### config.mk
export PLATFORM = sky130hd
export DESIGN_NAME = mfr_engine
export DESIGN_NICKNAME = d
export VERILOG_FILES = /design/src/mfr_pkg.sv /design/src/mfr_engine.sv
export SDC_FILE = /design/constraint.sdc
export NUM_CORES = 1
export LEC_CHECK = 0
export BUFFER_PORTS_ARGS = -buffer_cell sky130_fd_sc_hd__buf_4
export CORE_MARGIN = 3
export CORE_UTILIZATION = 50
export DETAILED_ROUTE_END_ITERATION = 12
export MAX_ROUTING_LAYER = met4
export PLACE_DENSITY = 0.82
export SETUP_SLACK_MARGIN = 0.1
export SLEW_MARGIN = 0
export SYNTH_ARGS = -nofsm -noshare
export SYNTH_HDL_FRONTEND = slang
export SYNTH_SLANG_ARGS = --single-unit
### constraint.sdc
create_clock -name clock -period 7.7 [get_ports clock]
set_clock_uncertainty 0.2 [all_clocks]
set_input_delay 0.77 -clock clock [delete_from_list [all_inputs] [get_ports clock]]
set_output_delay 0.77 -clock clock [all_outputs]
set_load 0.02 [all_outputs]
### src/mfr_pkg.sv
// mfr_pkg: word types, result codes and register indexes of the fragment
// reassembler; used by mfr_engine and the core, depends on nothing
`default_nettype none

package mfr_pkg;

   localparam int SEQ_W    = 32;
   localparam int POS_W    = 17;
   localparam int SIZE_W   = 24;
   localparam int LEN_W    = 18;
   localparam int COUNT_W  = 32;

   // operation codes
   localparam logic OP_FRAGMENT = 1'b0;
   localparam logic OP_READ     = 1'b1;

   // result status codes
   localparam logic [2:0] ST_PROGRESS  = 3'd0;
   localparam logic [2:0] ST_VIDEO     = 3'd1;
   localparam logic [2:0] ST_AUDIO     = 3'd2;
   localparam logic [2:0] ST_UNKNOWN   = 3'd3;
   localparam logic [2:0] ST_OVERSIZE  = 3'd4;
   localparam logic [2:0] ST_IGNORED   = 3'd5;
   localparam logic [2:0] ST_READ_DATA = 3'd6;

   // configuration register indexes
   localparam logic [1:0] REG_VIDEO_MASK = 2'd0;
   localparam logic [1:0] REG_AUDIO_MASK = 2'd1;
   localparam logic [1:0] REG_MAX_FRAME  = 2'd2;

   localparam logic [7:0]       VIDEO_MASK_RESET = 8'd1;
   localparam logic [7:0]       AUDIO_MASK_RESET = 8'd2;
   localparam logic [LEN_W-1:0] MAX_FRAME_RESET  = 18'd102400;

   typedef struct packed {
      logic              operation;
      logic              first_in_datagram;
      logic              first_of_fragment;
      logic              last_of_fragment;
      logic [7:0]        fragment_kind_bits;
      logic [SEQ_W-1:0]  fragment_sequence;
      logic [POS_W-1:0]  fragment_offset;
      logic [SIZE_W-1:0] whole_frame_size;
      logic [7:0]        payload_byte;
      logic [POS_W-1:0]  read_address;
   } mfr_req_type;

   typedef struct packed {
      logic [2:0]       status;
      logic [LEN_W-1:0] frame_length;
      logic [7:0]       read_data;
   } mfr_rsp_type;

   typedef struct packed {
      logic [7:0]       video_mask;
      logic [7:0]       audio_mask;
      logic [LEN_W-1:0] max_frame;
   } mfr_cfg_type;

   // result of one word as decided by the engine, before buffer read data joins it
   typedef struct packed {
      logic [2:0]       status;
      logic [LEN_W-1:0] frame_length;
      logic             is_read;
      logic             read_in_range;
   } mfr_result_type;

endpackage

`default_nettype wire

### src/mfr_engine.sv
// mfr_engine: per-word reassembly decisions, sequence and byte counters,
// and buffer access requests; depends on mfr_pkg
`default_nettype none

module mfr_engine
   import mfr_pkg::*;
#(
   parameter int BUFFER_BYTES = 131072
) (
   input  wire logic                            clock,
   input  wire logic                            reset,
   input  wire logic                            accept,
   input  wire mfr_req_type                     req,
   input  wire mfr_cfg_type                     cfg,
   output logic                                 mem_wr_en,
   output logic      [$clog2(BUFFER_BYTES)-1:0] mem_wr_addr,
   output logic      [7:0]                      mem_wr_data,
   output logic                                 mem_rd_en,
   output logic      [$clog2(BUFFER_BYTES)-1:0] mem_rd_addr,
   output mfr_result_type                       result
);

   localparam int AW = $clog2(BUFFER_BYTES);
   // wide enough for any buffer address, the buffer size itself and offset plus position
   localparam int CW = (AW + 1 > POS_W + 1) ? AW + 1 : POS_W + 1;
   localparam logic [CW-1:0] BUF_LIMIT = CW'(BUFFER_BYTES);

   logic [SEQ_W-1:0]   newest_seq_ff, newest_seq_in;
   logic [COUNT_W-1:0] collected_ff, collected_in;
   logic [POS_W-1:0]   pos_ff, pos_in;
   logic               skipped_ff, skipped_in;
   logic               ignored_ff, ignored_in;

   logic               ignore_now;
   logic               no_type;
   logic               too_big;
   logic [POS_W-1:0]   pos_base;
   logic               skip_now;
   logic               seq_newer;
   logic [COUNT_W-1:0] coll_base;
   logic [COUNT_W-1:0] coll_next;
   logic [CW-1:0]      wr_addr_ext;
   logic [CW-1:0]      rd_addr_ext;
   logic               frame_done;

   always_comb begin
      ignore_now  = req.first_in_datagram ? 1'b0 : ignored_ff;
      no_type     = ((req.fragment_kind_bits & cfg.video_mask) == 8'd0) &&
                    ((req.fragment_kind_bits & cfg.audio_mask) == 8'd0);
      too_big     = req.whole_frame_size > SIZE_W'(cfg.max_frame);
      seq_newer   = req.fragment_sequence > newest_seq_ff;
      pos_base    = req.first_of_fragment ? '0 : pos_ff;
      skip_now    = req.first_of_fragment ? (req.fragment_sequence < newest_seq_ff)
                                          : skipped_ff;
      coll_base   = (req.first_of_fragment && seq_newer) ? '0 : collected_ff;
      coll_next   = coll_base + COUNT_W'(1);
      frame_done  = req.last_of_fragment &&
                    (coll_next == COUNT_W'(req.whole_frame_size));
      wr_addr_ext = CW'(req.fragment_offset) + CW'(pos_base);
      rd_addr_ext = CW'(req.read_address);

      newest_seq_in = newest_seq_ff;
      collected_in  = collected_ff;
      pos_in        = pos_ff;
      skipped_in    = skipped_ff;
      ignored_in    = ignored_ff;

      mem_wr_en   = 1'b0;
      mem_wr_addr = AW'(wr_addr_ext);
      mem_wr_data = req.payload_byte;
      mem_rd_en   = accept && (req.operation == OP_READ);
      mem_rd_addr = AW'(rd_addr_ext);

      result.status        = ST_PROGRESS;
      result.frame_length  = '0;
      result.is_read       = 1'b0;
      result.read_in_range = rd_addr_ext < BUF_LIMIT;

      if (req.operation == OP_READ) begin
         result.status  = ST_READ_DATA;
         result.is_read = 1'b1;
      end else if (ignore_now) begin
         result.status = ST_IGNORED;
         ignored_in    = 1'b1;
      end else if (req.first_of_fragment && no_type) begin
         result.status = ST_UNKNOWN;
         ignored_in    = 1'b1;
      end else if (req.first_of_fragment && too_big) begin
         result.status = ST_OVERSIZE;
         ignored_in    = 1'b1;
      end else begin
         ignored_in = 1'b0;
         skipped_in = skip_now;
         if (req.first_of_fragment && seq_newer) begin
            newest_seq_in = req.fragment_sequence;
         end
         collected_in = coll_base;
         if (skip_now) begin
            pos_in = pos_base;
         end else begin
            // out-of-buffer bytes are counted but not stored
            mem_wr_en = accept && (wr_addr_ext < BUF_LIMIT);
            pos_in    = pos_base + POS_W'(1);
            if (frame_done) begin
               result.status       = ((req.fragment_kind_bits & cfg.video_mask) != 8'd0) ?
                                     ST_VIDEO : ST_AUDIO;
               result.frame_length = coll_next[LEN_W-1:0];
               collected_in        = '0;
               ignored_in          = 1'b1;
            end else begin
               collected_in = coll_next;
            end
         end
      end
   end

   always_ff @(posedge clock) begin
      if (reset) begin
         newest_seq_ff <= '0;
         collected_ff  <= '0;
         pos_ff        <= '0;
         skipped_ff    <= 1'b0;
         ignored_ff    <= 1'b0;
      end else if (accept && (req.operation == OP_FRAGMENT)) begin
         newest_seq_ff <= newest_seq_in;
         collected_ff  <= collected_in;
         pos_ff        <= pos_in;
         skipped_ff    <= skipped_in;
         ignored_ff    <= ignored_in;
      end
   end

endmodule

`default_nettype wire

Word-level counts from Yosys, hierarchy flattened
Index checks and enable logic that the tools add are counted.
Cells by class
  bitwise gates (word level): 6
  reductions and logical operators: 14
  magnitude comparators: 4
  eq/ne operators: 1
  add/subtract/negate cells: 3
  multiplexer cells: 29
Operators by type and width (number)
  2-to-1 mux 32 bit: 3
  2-to-1 mux 18 bit: 4
  2-to-1 mux 20 bit: 2
  2-to-1 mux 17 bit: 2
  adder 32 x 1 -> 32 bit (second input constant): 1
  equality test 32 x 24 -> 1 bit: 1
  greater-than comparator 32 bit: 1
  < comparator 32 bit: 1
  greater-than comparator 24 x 18 -> 1 bit: 1
  adder 17 x 17 -> 18 bit: 1
  < comparator 18 bit (second input constant): 1
  adder 17 x 1 -> 17 bit (second input constant): 1
  bitwise AND 8 bit: 2
  logical NOT 8 bit: 2
  2-to-1 mux 1 bit: 13
  2-to-1 mux 3 bit: 4
  logical AND 1 bit: 8
  nonzero test 8 bit: 1
  AND reduction 6 bit: 1
  AND reduction 5 bit: 1
  inverter 1 bit: 4
  2-to-1 mux 2 bit: 1
  AND reduction 2 bit: 1
Word-level totals
  output and inout port bits: 67
  register bits after elaboration: 83
  logic and storage cells: 62

Logic depth before layout (Yosys ltp)
  word-level depth: 12
  depth in mapped cells: 24
  gate-level depth less buffers: 19

Worst setup path before layout
No wires, ideal clock.
  kind: in2out
  start: input req[80] (netlist name)
  end: output result[11] (netlist name)
  arrival time: 5881 ps
  path slack: 849 ps
  buffers on the path: 4
  data required time: 6730 ps
  stages: 20
  path through: ha_1 -> nand4_1 -> or4_1 -> o21ai_1 -> a21oi_1 -> nor2_1 -> clkbuf_1 -> buf_1 -> and2_1 -> ha_1 -> buf_1 -> nand4_1 -> o2bb2ai_1 -> a2111o_1 -> a2111oi_2 -> o31ai_1 -> nor4_1 -> nand4_1 -> clkbuf_1 -> nor3_1
RTL lines
  start: declaration: RTL line mfr_engine.sv:13  | input wire mfr_req_type req,
  end: declaration: RTL line mfr_engine.sv:20  | output mfr_result_type result

==> flow_metrics.py <==
metrics = {
    "floorplanning": {
        "pin_count": 214,
        "rows": 44,
        "core-area_um2": 14800,
        "die_area_um2": 16900,
        "start_util_pct": 52.0,
        "die_w_um": 130,
        "die-height_um": 130,
    },
    "pwr": {
        "finalPower_w": 0.00111,
        "vdd_ir_drop_max_mv": 0.0909,
        "p_leak_nw": 3.63,
        "pwr_density_cell_nw_per_um2": 121,
    },
    "global_route": {
        "grt-ovfl-total": 0,
        "grt_pass1_wl_um": 35600,
        "first_global_vias": 7455,
        "antenna_found_initial": 0,
        "track_usage_pct": 26.5,
        "grt_max_degree": 68,
    },
    "yosys": {
        "ys_seq_area_share_pct": 21.6,
        "synthesis.area_um2": 7680,
        "syn_avg_cell_area_um2": 7.17,
        "ys_warn_count": 0,
        "ys.flop_type": "dfxtp_1",
        "synth-seq-cells": 83,
        "async_flop_share_pct": 0,
        "syn-num-nets": 1288,
        "syn_inst": 1071,
        "yosysUniqueCellTypes": 78,
        "synth-edff-count": 0,
    },
    "detailed_routing": {
        "drtIter0Drc": 776,
        "firstDrtPassIters": 6,
        "routed_wirelength_um": 22600,
        "ant_nets": 0,
        "via_per_inst": 6.02,
        "wire_per_inst_um": 16.5,
        "vias": 8215,
        "drc_errors": 0,
    },
    "run_status": {
        "status": "completed",
    },
    "clock_network": {
        "cts_buffer_depth": 2,
        "cts_hold_buf": 0,
        "cts_buffers": 9,
        "cts_max_level": 3,
        "cts.sinks": 83,
        "clockRootBuffer": "clkbuf_16",
        "insertion_delay_ns": 0.35,
        "cts_tree": "built",
        "clkTransAtPathRegs_ns": 0.07,
    },
    "place": {
        "dp_hpwl_um": 17100,
        "io_buffers": 162,
        "gp_congestion": 1.02,
    },
    "timing": {
        "rsz0062_at_grt": "false",
        "slew_violations": 0,
        "finalCritPeriodShare_pct": 94.1,
        "fmax_mhz": 138,
        "worst_pin_slew_ns": 1.17,
        "relSlewSlack_pct": 21.9,
        "layout_min_cycle_time_ns": 7.25,
        "finalHoldViolCount": 0,
        "setup_viol": 0,
        "setup_tns_ns": 0,
    },
    "cells_and_area": {
        "fin_nets": 1393,
        "drive_above_1_share_pct": 18.2,
        "fill_cells": 1383,
        "layout_commonest_cell": "buf_4",
        "final_util_pct": 61.7,
        "synthToLayoutAreaGrowth_pct": 18.5,
        "final_cell_mix": "178 x buf_4, 138 x nand2_1, 88 x a21oi_1",
        "diodes": 0,
    },
    "flow_run": {
        "drv_cap": 0,
    },
    "setup_path": {
        "required_ns": 6.73,
        "crit_family": "simple AND/OR/NAND/NOR gates",
        "cp.arrival_ns": 6.28,
        "path_cells": "buf_4 > ha_1 > nand4_1 > or4_1 > o21ai_1 > a21oi_1 > nor2_1 > buf_4 > and2_1 > ha_1 > and3_1 > nand4_2 > o21ai_0 > a21oi_1 > a2111oi_0 > mux2i_1 > or3_1 > or3_1 > nor4b_1 > o31a_1 > buf_4",
        "crit_type": "in -> out",
        "critPathMostFrequentCell": "buf_4",
        "regToRegStartpoint": "newest_seq_ff[14]",
        "start_kind": "primary input",
        "critical_path_buf_inv_count": 3,
        "crit_path_end_kind": "primary output",
        "cp_max_fo": 11,
        "slowest_stage": "or4_1",
        "slowest_delay_ns": 0.60,
        "crit_start": "req[80]",
    },
    "min_path": {
        "hold_class": "reg -> reg",
        "min-delay-start": "newest_seq_ff[27]",
    },
}
per-layer routing:
layer  vias up  global-route usage (%)  wire length (um)
li1       4018                       -                 -
met1      3786                    34.5              9640
met2       350                    42.4             10400
met3        61                    3.64              1970
met4         0                    9.23               610
met5         -                       -                 0
sequential cells by signal, indices dropped and copies added, names as in the netlist:
register,cells
collected_ff,32
pos_ff,17
skipped_ff,1
newest_seq_ff,32
ignored_ff,1
worst min-delay path: cells and delay by family, from the launching register on:
kind            cells  cell delay, ns
compound gates      1            0.05
flops               1            0.31
simple gates        1            0.05
where the power goes:
part | leakage [nW] | internal [W] | switching, W
sequential | 0.670 | 0.000433 | 0.00000314
clock | 0.147 | 0.000254 | 0.000192
combinational | 2.82 | 0.000102 | 0.000121
repair_timing:
action	in CTS	in global routing
setup buffers	0	2
endpoints found under the setup margin	0	1
resized for setup	0	2
kinds of logic after synthesis:
family / share of synthesized area (%)
other cells: 0.0489
fa+ha+maj: 11.5
xor+xnor: 4.81
flops: 21.6
buf+inv: 9.93
simple gates: 29.6
compound gates: 22.0
mux: 0.391
final timing paths:
path / end / slack, ns / cells past startpoint
min reg2reg: newest_seq_ff[27] / 0.25 / 2
min: newest_seq_ff[27] / 0.25 / 2
max: result[20] / 0.45 / 21
max reg2reg: collected_ff[12] / 1.86 / 20
Yosys cell counts, types with 6 or more instances:
library cell	instances	area [um^2]
and4_1	7	61.3
buf_2	8	40.0
buf_4	28	210
nand3b_1	6	45.0
nand2_1	138	518
nand2b_1	9	56.3
clkbuf_1	39	146
inv_1	79	297
and3_1	19	119
nor3_1	38	190
nor2_1	63	236
nand3_1	29	145
and2_1	10	62.6
nor4_1	17	106
a32oi_1	6	52.6
dfxtp_1	83	1660
or2_2	6	37.5
nor2b_1	34	213
nand4_1	28	175
or3_1	14	87.6
xor2_1	11	96.3
a22oi_1	17	128
o211ai_1	6	45.0
a21oi_1	90	450
o21a_1	9	67.6
a31oi_1	14	87.6
a21o_1	6	45.0
ha_1	69	863
xnor2_1	26	228
o21ai_0	63	315
stage by stage:
step,hold WS [ns],setup slack [ns],instance area [um^2],cells
final,0.254,0.452,9100,1365
after global routing,0.275,0.105,9100,1365
after CTS,0.255,0.506,9070,1363
after detailed placement,0.247,0.541,8770,1347
after global placement,0.242,0.671,8770,1347
after floorplan,0.235,0.849,7680,1071
final cells by class:
cell class	instances	area (um^2)	area share (%)
Multi-Input combinational cell	825	5280	58.0
Sequential cell	83	1660	18.3
Timing Repair Buffer	178	1340	14.7
Inverter	79	297	3.26
Tap cell	184	230	2.53
Clock buffer	9	225	2.48
Clock inverter	7	73.8	0.811
(Power assumes the default switching activity.)
